--- src/rtl/core/node_address_pool_core_macros.svh ---
// Assertion macros shared by the node address pool RTL.
`ifndef NODE_ADDRESS_POOL_CORE_MACROS_SVH
`define NODE_ADDRESS_POOL_CORE_MACROS_SVH

`ifndef SYNTHESIS

// Hold a condition at every clock edge outside reset.
`define NAP_ASSERT_ALW(lbl, prop, msg) \
	lbl: assert property (@(posedge clk) disable iff (!arst_n) (prop)) else $error(msg);

// Require the consequent in the same cycle as the antecedent.
`define NAP_ASSERT_IMP(lbl, ante, cons, msg) \
	lbl: assert property (@(posedge clk) disable iff (!arst_n) (ante) |-> (cons)) else $error(msg);

// Require the consequent in the cycle after the antecedent.
`define NAP_ASSERT_NXT(lbl, ante, cons, msg) \
	lbl: assert property (@(posedge clk) disable iff (!arst_n) (ante) |=> (cons)) else $error(msg);

`else

`define NAP_ASSERT_ALW(lbl, prop, msg)
`define NAP_ASSERT_IMP(lbl, ante, cons, msg)
`define NAP_ASSERT_NXT(lbl, ante, cons, msg)

`endif

`endif

--- src/rtl/core/nap_pkg.sv ---
// Types, constants and microcode program of the node address pool.
`timescale 1ns / 1ps

package nap_pkg;

	// Field widths
	localparam int ID_LOW_W  = 64;
	localparam int ID_HIGH_W = 32;
	localparam int ID_W      = ID_LOW_W + ID_HIGH_W;
	localparam int ADDR_W    = 8;
	localparam int STATUS_W  = 2;

	// Default pool size, router slot included
	localparam int POOL_ENTRIES_DEF = 16;

	// Configuration port
	localparam int PDATA_W = 64;
	localparam int PADDR_W = 5;
	localparam int REG_IDX_W = 2;

	typedef enum logic [REG_IDX_W-1:0] {
		REG_ROUTER_ID_LOW  = 2'd0,
		REG_ROUTER_ID_HIGH = 2'd1,
		REG_ROUTER_ADDRESS = 2'd2
	} reg_idx_t;

	typedef enum logic [STATUS_W-1:0] {
		ST_KNOWN = 2'd0,
		ST_NEW   = 2'd1,
		ST_FULL  = 2'd2
	} status_t;

	// Microcode step addresses
	typedef enum logic [2:0] {
		STEP_WAIT   = 3'd0,
		STEP_ROUTER = 3'd1,
		STEP_SCAN   = 3'd2,
		STEP_CMP    = 3'd3,
		STEP_DECIDE = 3'd4
	} step_t;

	// Jump conditions
	typedef enum logic [2:0] {
		JC_NONE       = 3'd0,
		JC_ACCEPT     = 3'd1,
		JC_ROUTER_HIT = 3'd2,
		JC_SCAN_DONE  = 3'd3,
		JC_RAM_HIT    = 3'd4,
		JC_POOL_FULL  = 3'd5
	} cond_t;

	// Result that a step emits into the output register
	typedef enum logic [2:0] {
		EM_NONE   = 3'd0,
		EM_ROUTER = 3'd1,
		EM_SLOT   = 3'd2,
		EM_NEW    = 3'd3,
		EM_FULL   = 3'd4
	} emit_t;

	typedef struct packed {
		cond_t cond;
		step_t jump_to;
		emit_t emit_taken;
		step_t next;
		emit_t emit_fall;
		logic  load_req;
		logic  slot_inc;
	} ctrl_t;

	// Control store: one word per step
	function automatic ctrl_t ucode(step_t s);
		ctrl_t w;
		w = '{cond: JC_NONE, jump_to: STEP_WAIT, emit_taken: EM_NONE,
			next: STEP_WAIT, emit_fall: EM_NONE, load_req: 1'b0, slot_inc: 1'b0};
		unique case (s)
			STEP_WAIT: begin
				w.cond     = JC_ACCEPT;
				w.jump_to  = STEP_ROUTER;
				w.next     = STEP_WAIT;
				w.load_req = 1'b1;
			end
			STEP_ROUTER: begin
				w.cond       = JC_ROUTER_HIT;
				w.jump_to    = STEP_WAIT;
				w.emit_taken = EM_ROUTER;
				w.next       = STEP_SCAN;
			end
			STEP_SCAN: begin
				w.cond    = JC_SCAN_DONE;
				w.jump_to = STEP_DECIDE;
				w.next    = STEP_CMP;
			end
			STEP_CMP: begin
				w.cond       = JC_RAM_HIT;
				w.jump_to    = STEP_WAIT;
				w.emit_taken = EM_SLOT;
				w.next       = STEP_SCAN;
				w.slot_inc   = 1'b1;
			end
			STEP_DECIDE: begin
				w.cond       = JC_POOL_FULL;
				w.jump_to    = STEP_WAIT;
				w.emit_taken = EM_FULL;
				w.next       = STEP_WAIT;
				w.emit_fall  = EM_NEW;
			end
			default: begin
				w.next = STEP_WAIT;
			end
		endcase
		return w;
	endfunction

endpackage

--- src/rtl/core/nap_req_if.sv ---
// Request channel: identifier to look up or register.
`timescale 1ns / 1ps

interface nap_req_if;
	logic                           valid;
	logic                           ready;
	logic [nap_pkg::ID_LOW_W-1:0]  req_id_low;
	logic [nap_pkg::ID_HIGH_W-1:0] req_id_high;

	modport source (output valid, output req_id_low, output req_id_high, input ready);
	modport sink   (input valid, input req_id_low, input req_id_high, output ready);
endinterface

--- src/rtl/core/nap_grant_if.sv ---
// Grant channel: address and status for one request.
`timescale 1ns / 1ps

interface nap_grant_if;
	logic                          valid;
	logic                          ready;
	logic [nap_pkg::ADDR_W-1:0]   granted_address;
	logic [nap_pkg::STATUS_W-1:0] grant_status;

	modport source (output valid, output granted_address, output grant_status, input ready);
	modport sink   (input valid, input granted_address, input grant_status, output ready);
endinterface

--- src/rtl/core/nap_ram.sv ---
// Generic single-write, single-read RAM with registered read data.
`timescale 1ns / 1ps

module nap_ram #(
	parameter int WIDTH = 8,
	parameter int DEPTH = 16,
	parameter int AW    = (DEPTH > 1) ? $clog2(DEPTH) : 1
) (
	input  logic             clk,
	input  logic             wr_en,
	input  logic [AW-1:0]    wr_addr,
	input  logic [WIDTH-1:0] wr_data,
	input  logic [AW-1:0]    rd_addr,
	output logic [WIDTH-1:0] rd_data
);

	logic [WIDTH-1:0] mem_q [DEPTH];
	logic [WIDTH-1:0] rd_data_q;

	// Write port
	always_ff @(posedge clk) begin
		if (wr_en) begin
			mem_q[wr_addr] <= wr_data;
		end
	end

	// Registered read port
	always_ff @(posedge clk) begin
		rd_data_q <= mem_q[rd_addr];
	end

	assign rd_data = rd_data_q;

endmodule

--- src/rtl/core/node_address_pool_core.sv ---
// Top level of the node address pool: microcoded lookup and append of node identifiers.
//
//   channel  | dir | handshake    | payload
//   ---------+-----+--------------+-----------------------------------------
//   req      | in  | valid/ready  | req_id_low[63:0], req_id_high[31:0]
//   grant    | out | valid/ready  | granted_address[7:0], grant_status[1:0]
//   apb      | in  | psel/penable | paddr[4:0], pwdata/prdata[63:0], 8-byte regs
//
// A request ends at the router compare on a router match; otherwise it scans
// the occupied client slots until a hit or the end, and then decides new or full;
// the client store has one registered read port, so each stored entry costs a
// read step and a compare step. One request is in work at a time.
// Reset leaves only the router slot occupied; no clearing pass is needed.
// A full output register stalls the sequencer at the step that emits a result.
`timescale 1ns / 1ps
`include "node_address_pool_core_macros.svh"

module node_address_pool_core #(
	parameter int POOL_ENTRIES = nap_pkg::POOL_ENTRIES_DEF
) (
	input  logic                         clk,
	input  logic                         arst_n,
	nap_req_if.sink                      req,
	nap_grant_if.source                  grant,
	input  logic                         psel,
	input  logic                         penable,
	input  logic                         pwrite,
	input  logic [nap_pkg::PADDR_W-1:0] paddr,
	input  logic [nap_pkg::PDATA_W-1:0] pwdata,
	output logic [nap_pkg::PDATA_W-1:0] prdata,
	output logic                         pready
);

	import nap_pkg::*;

	localparam int CLIENT_SLOTS = POOL_ENTRIES - 1;
	localparam int RAM_AW       = (CLIENT_SLOTS > 1) ? $clog2(CLIENT_SLOTS) : 1;
	localparam int SLOT_W       = $clog2(POOL_ENTRIES + 1);

	// Configuration registers
	logic [ID_LOW_W-1:0]  router_id_low_q;
	logic [ID_HIGH_W-1:0] router_id_high_q;
	logic [ADDR_W-1:0]    router_address_q;
	reg_idx_t             reg_idx;
	logic                 cfg_wr;

	// Sequencer and datapath
	step_t                step_q;
	ctrl_t                cw;
	logic                 taken;
	emit_t                emit_sel;
	logic                 stall;
	logic [ID_LOW_W-1:0]  req_lo_q;
	logic [ID_HIGH_W-1:0] req_hi_q;
	logic [SLOT_W-1:0]    slot_q;
	logic [SLOT_W-1:0]    count_q;
	logic                 router_hit;
	logic                 scan_done;
	logic                 ram_hit;
	logic                 pool_full;
	logic                 ram_wr;
	logic [ID_W-1:0]      ram_rd_data;
	logic [RAM_AW-1:0]    ram_rd_addr;
	logic [RAM_AW-1:0]    ram_wr_addr;

	// Output register
	logic                 out_valid_q;
	logic [ADDR_W-1:0]    out_addr_q;
	status_t              out_status_q;

	// Configuration port decode
	assign pready  = 1'b1;
	assign reg_idx = reg_idx_t'(paddr[PADDR_W-1:3]);
	assign cfg_wr  = psel && penable && pwrite;

	always_ff @(posedge clk or negedge arst_n) begin
		if (!arst_n) begin
			router_id_low_q  <= '0;
			router_id_high_q <= '0;
			router_address_q <= '0;
		end else if (cfg_wr) begin
			unique case (reg_idx)
				REG_ROUTER_ID_LOW:  router_id_low_q  <= pwdata;
				REG_ROUTER_ID_HIGH: router_id_high_q <= pwdata[ID_HIGH_W-1:0];
				REG_ROUTER_ADDRESS: router_address_q <= pwdata[ADDR_W-1:0];
				default: ;
			endcase
		end
	end

	always_comb begin
		unique case (reg_idx)
			REG_ROUTER_ID_LOW:  prdata = router_id_low_q;
			REG_ROUTER_ID_HIGH: prdata = PDATA_W'(router_id_high_q);
			REG_ROUTER_ADDRESS: prdata = PDATA_W'(router_address_q);
			default:            prdata = '0;
		endcase
	end

	// Client identifier store
	assign ram_rd_addr = RAM_AW'(slot_q - SLOT_W'(1));
	assign ram_wr_addr = RAM_AW'(count_q - SLOT_W'(1));

	nap_ram #(
		.WIDTH (ID_W),
		.DEPTH (CLIENT_SLOTS),
		.AW    (RAM_AW)
	) u_client_ram (
		.clk     (clk),
		.wr_en   (ram_wr),
		.wr_addr (ram_wr_addr),
		.wr_data ({req_hi_q, req_lo_q}),
		.rd_addr (ram_rd_addr),
		.rd_data (ram_rd_data)
	);

	// Condition flags
	assign router_hit = (req_lo_q == router_id_low_q) && (req_hi_q == router_id_high_q);
	assign scan_done  = (slot_q >= count_q);
	assign ram_hit    = (ram_rd_data == {req_hi_q, req_lo_q});
	assign pool_full  = (count_q >= SLOT_W'(POOL_ENTRIES));

	// Fetch the control word and resolve the jump
	assign cw = ucode(step_q);

	always_comb begin
		unique case (cw.cond)
			JC_NONE:       taken = 1'b0;
			JC_ACCEPT:     taken = req.valid;
			JC_ROUTER_HIT: taken = router_hit;
			JC_SCAN_DONE:  taken = scan_done;
			JC_RAM_HIT:    taken = ram_hit;
			JC_POOL_FULL:  taken = pool_full;
			default:       taken = 1'b0;
		endcase
	end

	assign emit_sel = taken ? cw.emit_taken : cw.emit_fall;
	assign stall    = (emit_sel != EM_NONE) && out_valid_q && !grant.ready;
	assign ram_wr   = (emit_sel == EM_NEW) && !stall;
	assign req.ready = (step_q == STEP_WAIT);

	// Step counter
	always_ff @(posedge clk or negedge arst_n) begin
		if (!arst_n) begin
			step_q <= STEP_WAIT;
		end else if (!stall) begin
			step_q <= taken ? cw.jump_to : cw.next;
		end
	end

	// Capture the request while waiting
	always_ff @(posedge clk) begin
		if (cw.load_req) begin
			req_lo_q <= req.req_id_low;
			req_hi_q <= req.req_id_high;
		end
	end

	// Scan slot and occupancy
	always_ff @(posedge clk or negedge arst_n) begin
		if (!arst_n) begin
			slot_q  <= SLOT_W'(1);
			count_q <= SLOT_W'(1);
		end else if (!stall) begin
			if (cw.load_req) begin
				slot_q <= SLOT_W'(1);
			end else if (cw.slot_inc && !taken) begin
				slot_q <= slot_q + SLOT_W'(1);
			end
			if (emit_sel == EM_NEW) begin
				count_q <= count_q + SLOT_W'(1);
			end
		end
	end

	// Output register: load on emit, drop on transfer
	always_ff @(posedge clk or negedge arst_n) begin
		if (!arst_n) begin
			out_valid_q <= 1'b0;
		end else if ((emit_sel != EM_NONE) && !stall) begin
			out_valid_q <= 1'b1;
		end else if (grant.ready) begin
			out_valid_q <= 1'b0;
		end
	end

	always_ff @(posedge clk) begin
		if (!stall) begin
			case (emit_sel)
				EM_ROUTER: begin
					out_addr_q   <= router_address_q;
					out_status_q <= ST_KNOWN;
				end
				EM_SLOT: begin
					out_addr_q   <= ADDR_W'(slot_q);
					out_status_q <= ST_KNOWN;
				end
				EM_NEW: begin
					out_addr_q   <= ADDR_W'(count_q);
					out_status_q <= ST_NEW;
				end
				EM_FULL: begin
					out_addr_q   <= '0;
					out_status_q <= ST_FULL;
				end
				default: ;
			endcase
		end
	end

	assign grant.valid           = out_valid_q;
	assign grant.granted_address = out_addr_q;
	assign grant.grant_status    = out_status_q;

	// Checks
	`NAP_ASSERT_ALW(a_count_range, (count_q >= SLOT_W'(1)) && (count_q <= SLOT_W'(POOL_ENTRIES)), "entry count out of range")
	`NAP_ASSERT_NXT(a_accept_router, req.valid && req.ready, step_q == STEP_ROUTER, "accepted request did not start with the router compare")
	`NAP_ASSERT_IMP(a_count_grows, count_q != $past(count_q), out_valid_q && (out_status_q == ST_NEW), "entry count changed without a new grant")
	`NAP_ASSERT_IMP(a_full_only, out_valid_q && (out_status_q == ST_FULL), count_q == SLOT_W'(POOL_ENTRIES), "pool full reported with free slots")
	`NAP_ASSERT_IMP(a_cmp_slot, step_q == STEP_CMP, slot_q < count_q, "compare of an unoccupied slot")

endmodule
--- src/flat_wrapper.sv ---
// flat-port wrapper written by rule: the top's interface ports become plain ports
module node_address_pool_core_flat import nap_pkg::*;
#(
	parameter int POOL_ENTRIES = nap_pkg::POOL_ENTRIES_DEF
)
  (clk, arst_n, psel, penable, pwrite, paddr, pwdata, prdata, pready, req_valid, req_req_id_low, req_req_id_high, req_ready, grant_valid, grant_granted_address, grant_grant_status, grant_ready);
  nap_req_if req_i ();
  nap_grant_if grant_i ();
  input  logic clk;
  input  logic arst_n;
  input  logic psel;
  input  logic penable;
  input  logic pwrite;
  input  logic [nap_pkg::PADDR_W-1:0] paddr;
  input  logic [nap_pkg::PDATA_W-1:0] pwdata;
  output logic [nap_pkg::PDATA_W-1:0] prdata;
  output logic pready;
  input wire logic [$bits(req_i.valid)-1:0] req_valid;
  input wire logic [$bits(req_i.req_id_low)-1:0] req_req_id_low;
  input wire logic [$bits(req_i.req_id_high)-1:0] req_req_id_high;
  output wire logic [$bits(req_i.ready)-1:0] req_ready;
  output wire logic [$bits(grant_i.valid)-1:0] grant_valid;
  output wire logic [$bits(grant_i.granted_address)-1:0] grant_granted_address;
  output wire logic [$bits(grant_i.grant_status)-1:0] grant_grant_status;
  input wire logic [$bits(grant_i.ready)-1:0] grant_ready;
  assign req_i.valid = req_valid;
  assign req_i.req_id_low = req_req_id_low;
  assign req_i.req_id_high = req_req_id_high;
  assign req_ready = req_i.ready;
  assign grant_valid = grant_i.valid;
  assign grant_granted_address = grant_i.granted_address;
  assign grant_grant_status = grant_i.grant_status;
  assign grant_i.ready = grant_ready;
  node_address_pool_core #(.POOL_ENTRIES(POOL_ENTRIES)) u_core (.clk(clk), .arst_n(arst_n), .req(req_i), .grant(grant_i), .psel(psel), .penable(penable), .pwrite(pwrite), .paddr(paddr), .pwdata(pwdata), .prdata(prdata), .pready(pready));
endmodule
--- config.mk ---
export PLATFORM = sky130hd
export DESIGN_NAME = node_address_pool_core_flat
export DESIGN_NICKNAME = d
export VERILOG_FILES = /design/src/rtl/core/nap_pkg.sv /design/src/rtl/core/nap_req_if.sv /design/src/rtl/core/nap_grant_if.sv /design/src/rtl/core/nap_ram.sv /design/src/rtl/core/node_address_pool_core.sv /design/src/flat_wrapper.sv
export VERILOG_INCLUDE_DIRS = /design/src /design/src/rtl/core
export SDC_FILE = /design/constraint.sdc
export NUM_CORES = 2
export LEC_CHECK = 0
export BUFFER_PORTS_ARGS = -buffer_cell sky130_fd_sc_hd__buf_2
export CORE_MARGIN = 10
export CORE_UTILIZATION = 65
export DETAILED_ROUTE_END_ITERATION = 12
export HOLD_SLACK_MARGIN = 0.03
export MAX_ROUTING_LAYER = met4
export PLACE_DENSITY = 0.83
export SLEW_MARGIN = 20
export SYNTH_ARGS = -nofsm -noshare
export SYNTH_HDL_FRONTEND = slang
export SYNTH_SLANG_ARGS = --single-unit
--- constraint.sdc ---
create_clock -name clk -period 15.5 [get_ports clk]
set_clock_uncertainty 0.1 [all_clocks]
set_input_delay 3.1 -clock clk [delete_from_list [all_inputs] [get_ports clk]]
set_output_delay 3.1 -clock clk [all_outputs]
set_load 0.05 [all_outputs]
* Yosys cells after proc, flatten, opt, wreduce, memory -nomap -nowiden
Memories as Yosys holds them, arrays and structs flattened. A register that Yosys moved wholly into a read port is not among the register bits.
Cells that the tools add are included.
** Storage, ports and cells
- Register bits after elaboration :: 224
- RAM bits :: 1440
- Input bits :: 172
- Output and inout port bits :: 77
- Memories :: 1
** Cells by class
- $add $sub $neg :: 4
- Order comparisons :: 2
- Equality and inequality tests :: 18
- Multiplexer cells :: 18
- Bitwise operators :: 1
- Reductions and logical operators :: 27
** Memories
- u_core.u_client_ram.mem_q :: depth 15, width 96, rd ports 1, clocked after Yosys merged registers in 1, wr ports 1, RTL line nap_ram.sv:17 : logic [WIDTH-1:0] mem_q [DEPTH];
** Operators with widths (count)
- $pmux W64 S3 :: 1
- $eq A96 B96 Y1 :: 1
- $eq A64 B64 Y1 :: 1
- $eq A32 B32 Y1 :: 1
- $pmux W8 S4 :: 1
- $pmux W6 S5 :: 1
- $eq A3 B2 Y1 const B :: 6
- $reduce_and A2 Y1 :: 7
- $eq A3 B3 Y1 const B :: 4
- $add A5 B1 Y5 const B :: 2
- $mux W5 :: 2
- $eq A3 B1 Y1 const B :: 3
- $pmux W3 S3 :: 1
- $logic_and A1 B1 Y1 :: 8
- $sub A4 B1 Y4 const B :: 2
- $mux W1 :: 6
- $mux W3 :: 2
- $pmux W2 S3 :: 1
- $reduce_bool A3 Y1 :: 2
- $ge A5 B5 Y1 :: 1
- $ge A5 B5 Y1 const B :: 1
- $pmux W1 S5 :: 1
- $pmux W2 S2 :: 1
- $reduce_bool A2 Y1 :: 2
- 9 further kinds :: 12

* Logic depth before layout (Yosys ltp)
- Depth after elaboration :: 12
- Gate-level depth with buffers :: 13
- Depth with buffers taken out :: 9

* Hierarchy
A second synthesis with hierarchy kept.
** Unflattened totals
- Cells, all modules :: 3443
- Area, all modules :: 67274.5 µm²
** By module, submodules not included
- nap_ram :: times used 1, cells each 2622, area an instance 56350.3 µm²
- node_address_pool_core :: times used 1, cells each 821, area an instance 10924.2 µm²

* Least setup slack after synthesis
No wires, ideal clock.
- Path kind :: input to register
- Start :: input grant_ready
- End :: memory u_core.u_client_ram.mem_q[6][0] in the netlist's numbering, enable pin
- Data arrival time :: 7676 ps
- Data required time :: 14848 ps
- Setup slack :: 7173 ps
- Stages on the path :: 5
- Path through :: nand2b_1 -> and3_1 -> buf_2 -> nand2_1 -> nor2_1
** On the way
- Cells in the longest elaborated chain, start to end :: 6
** Ends and longest elaborated chain
- start: declaration :: RTL line flat_wrapper.sv:25 : input wire logic [$bits(grant_i.ready)-1:0] grant_ready;
- $logic_not A1 Y1 :: RTL line node_address_pool_core.sv:139 : assign stall = (emit_sel != EM_NONE) && out_valid_q && !grant.ready;
- $logic_and A1 B1 Y1 :: RTL line node_address_pool_core.sv:139
- $logic_not A1 Y1 :: RTL line node_address_pool_core.sv:140 : assign ram_wr = (emit_sel == EM_NEW) && !stall;
- $logic_and A1 B1 Y1 :: RTL line node_address_pool_core.sv:140
- $mux W1 :: RTL line nap_ram.sv:22 : if (wr_en) begin
- $mux W1 (not written as such) :: RTL line nap_ram.sv:23 : mem_q[wr_addr] <= wr_data;
- end: declaration :: RTL line nap_ram.sv:17
Every way passes these cells.

* Worst setup path in the final report
- Start :: input paddr[4] in the netlist's numbering
- End :: output prdata[2] in the netlist's numbering
** On the way
- Cells in the longest elaborated chain, start to end :: 2
** Ends and longest elaborated chain
- start: declaration :: RTL line flat_wrapper.sv:14 : input logic [nap_pkg::PADDR_W-1:0] paddr;
- $eq A2 B2 Y1 (tied with other cells) :: RTL line node_address_pool_core.sv:92 : unique case (reg_idx)
- $pmux W64 S3 * :: RTL line node_address_pool_core.sv:92
- end: declaration :: RTL line flat_wrapper.sv:16 : output logic [nap_pkg::PDATA_W-1:0] prdata;
Mark *: on every way between the ends. The rest lies on a longest branch, timed or not.

==> metrics.md <==
| Metric | Value |
|---|---|
| Compound-Gate Fraction of Synth Area | 0.0135 |
| Number of synthesized flops with an enable pin | 1546 |
| Inserted Clock Buffers | 165 |
| Top-area cell type share of the netlist area | 0.689 |
| Mux share of post-synthesis cell area | 0.164 |
| Main area contributors after synthesis | edfxtp_1 69%, mux4_2 13%, dfrtp_1 4.3% |
| Routed length on met2 | 85300 um |
| Final setup violation count | 0 |
| Sequential group share of total power | 0.464 |
| Initial DRT Pass Iterations | 8 |
| Asr flop ratio synth | 0.0670 |
| Worst EP required | 12.30 ns |
| Buffers on Ports | 244 |
| DRT Wirelength | 181000 um |
| Switching portion of total power | 0.311 |
| Crit. End Element | primary output |
| Count of final hold-check violations | 0 |
| Via density | 6.98 |
| RSZ-0062 raised after global routing | false |
| Flop-to-flop setup slack | 9.87 ns |
| Hold Path Class | reg2reg |
| Adder-cell share of the synthesized area | 0.00241 |
| Clock transition at path regs | 0.06 ns |
| CTS sink count | 1760 |
| Period utilization | 0.539 |
| Routed wl met3 | 25400 um |
| Synthesized area | 67400 um2 |
| Startpoint types | primary input |
| Hpwl dp | 98500 um |
| Post-CTS Hold Buffers | 0 |
| Starting density of the core | 0.653 |
| Max_slew headroom | 0.218 |
| Main synth FF type | edfxtp_1 |
| P_leak | 0.0254 uW |
| Clock power share | 0.285 |
| Largest vdd supply drop | 246 uV |
| Top sig layer | met4 |
| Final Critical Period | 8.36 ns |
| Die Ht | 342 um |
| Finished Core Util | 0.733 |
| GR Util All Layers | 0.320 |
| Synthesized Nets | 3391 |
| Top-count cell post-synth | edfxtp_1 |
| Met1 Routed Length | 60600 um |
| Filler instances | 5284 |
| Crit path DAT | 5.16 ns |
| CP Max Fanout | 39 |
| # rows | 118 |
| Post-synth top cells | 1546 x edfxtp_1, 384 x mux4_2, 146 x xnor2_1, 130 x mux2i_1, 126 x nand2_1 |
| Vias in the first global route | 36200 |
| Worst-Skew Late Latency | 0.77 ns |
| Register area share after synthesis | 0.762 |
| Top Family by Delay on Critical Path | buffers and inverters |
| Max Cap Viol | 0 |
| Root Buffer | clkbuf_16 |
| Core ar. | 103000 um2 |
| Avg Inst Size Synth | 21.0 um2 |
| Layout cells sized above 1 | 0.290 |
| Synth cell types | 55 |
| Synthesis-stage register bit count | 1760 |
| Largest net degree at the start of global routing | 173 |
| Postcts setup bufs | 0 |
| Largest area contributor in the netlist | edfxtp_1 |
| Critical path type | in2out |
| P&R area growth vs syn | 12.3% |
| Comb power frac | 0.251 |
| Die Width | 342 um |
| Simple-gate portion of the synthesized area | 0.0221 |
| P per Cell Area | 186 nW/um2 |
| Buf/Inv on CP | 2 |
| Int Pwr | 9710 uW |
| Fin nets | 3710 |
| First-pass GRT wire length | 259000 um |
| Crit path cell chain | buf_2 > nor2b_1 > nand2_1 > o21ai_0 > buf_2 |
| Fmax | 120 MHz |
| Least-Margin Pin Slew | 1.17 ns |
| DR WL/cell | 35.8 um |
| Ports | 249 |
| Cell mode on critical path | buf_2 |
| Largest family of logic cells by synthesized area | multiplexers |
| Max incr delay on CP | 0.76 ns |
| # resized after CTS | 0 |
| Critical path's slowest cell | buf_2 |
| Gr ovfl total | 0 |
| Synth Area in XOR/XNOR | 0.0244 |
| Status | completed |
| GPL Wtd Cong | 0.964 |
| Fin Setup TNS | 0 ns |
| Clock Path Buffers | 3 |
| Post-route ant nets | 0 |
| CTS tree | done |
| Vias | 35300 |
| # DRC | 0 |
| Initial antenna violation count | 6 |
| Syn. warnings | 0 |
| Post-synthesis instance total | 3206 |
| Die area | 117000 um2 |
| Final Max Slew Viols | 0 |
| Psw | 4380 uW |
| Initial detailed-routing violation count | 5791 |
| H-tree lvl count | 4 |
[power groups by stage]
stage	clock network (uW)	logic (uW)	registers (uW)
2_1_floorplan	0	2490	6280
3_3_place_gp	0	3290	6510
3_5_place_dp	0	3380	6580
4_1_cts	4030	3500	6500
5_1_grt	4210	3690	6570
6_report	4020	3540	6530
[final cells by class]
type | count | area, um2 | share of cell area
Timing Repair Buffer | 300 | 1680 | 0.0222
Inverter | 20 | 77.6 | 0.00103
Tap cell | 1380 | 1730 | 0.0228
Multi-Input combinational cell | 1278 | 15400 | 0.204
Sequential cell | 1760 | 51300 | 0.679
Antenna cell | 6 | 15.0 | 0.000199
Clock buffer | 226 | 4570 | 0.0605
Clock inverter | 82 | 787 | 0.0104
[cells by family (layout without fill, tap and decap cells)]
group	Yosys count	in the layout
mux	613	613
xor+xnor	188	188
buf+inv	168	628
compound gates	156	156
flops	1760	1760
other cells	1	7
simple gates	307	307
fa+ha+maj	13	13
[path summary, 6_finish.rpt]
path,from,endpoint,depth (start not counted)
hold / removal,u_core.count_q[4]$_DFFE_PN0P_,u_core.count_q[4]$_DFFE_PN0P_,1
hold reg to reg,u_core.count_q[4]$_DFFE_PN0P_,u_core.count_q[4]$_DFFE_PN0P_,1
setup reg to reg,u_core.slot_q[0]$_DFFE_PN1P_,u_core.u_client_ram.rd_data[91]$_DFF_P_,8
min in group asynchronous,arst_n,u_core.router_id_low_q[42]$_DFFE_PN0P_,1
max in group asynchronous,arst_n,u_core.router_id_low_q[29]$_DFFE_PN0P_,2
setup / recovery,paddr[4],prdata[2],5
[layer usage]
metal | global-route usage | up-vias
met5 | - | -
met4 | 0.148 | 0
met3 | 0.103 | 539
met2 | 0.475 | 3009
met1 | 0.406 | 18100
li1 | - | 13600
[sequential cells by signal, summed over array words and instances (netlist names)]
signal / cells
u_core.count_q: 5
u_core.router_address_q: 8
u_core.u_client_ram.rd_data: 96
u_core.req_hi_q: 32
u_core.u_client_ram.mem_q: 1440
u_core.router_id_low_q: 64
u_core.slot_q: 5
u_core.grant.valid: 1
u_core.grant.granted_address: 8
u_core.step_q: 3
u_core.grant.grant_status: 2
u_core.req_lo_q: 64
u_core.router_id_high_q: 32
[cells in the final DEF (no fill, tap or decap), types with 7 or more instances in the layout]
cell type,instances
dfxtp_1,96
nor2_4,16
inv_6,7
xor2_1,41
buf_2,243
clkinvlp_4,7
bufinv_16,11
nand2b_1,7
mux2_2,99
dfrtp_1,116
nand2_1,126
nand3_1,7
nor3_1,9
clkbuf_1,43
nor2_1,31
nand4_1,39
edfxtp_1,1546
mux4_2,384
o21ai_0,116
nor4_1,25
clkbuf_8,15
a21o_1,8
clkinv_1,15
and2_1,33
inv_1,18
mux2i_1,130
xnor2_1,145
ha_1,12
clkbuf_16,168
buf_4,52
clkinv_2,33
a22o_1,7
[stage by stage]
| step | hold WS [ns] | area [um2] | setup WS [ns] | std cells | total power (uW) |
|---|---|---|---|---|---|
| CTS | 0.423 | 75600 | 7.11 | 5045 | 14000 |
| finish | 0.425 | 75600 | 7.14 | 5052 | 14100 |
| detailed placement | 0.404 | 70200 | 7.17 | 4737 | 9950 |
| floorplan | 0.359 | 67400 | 7.17 | 3206 | 8770 |
| global placement | 0.397 | 70200 | 7.31 | 4737 | 9800 |
| global route | 0.444 | 75600 | 7.12 | 5052 | 14500 |
No activity file was read; power rests on OpenSTA's default activity.
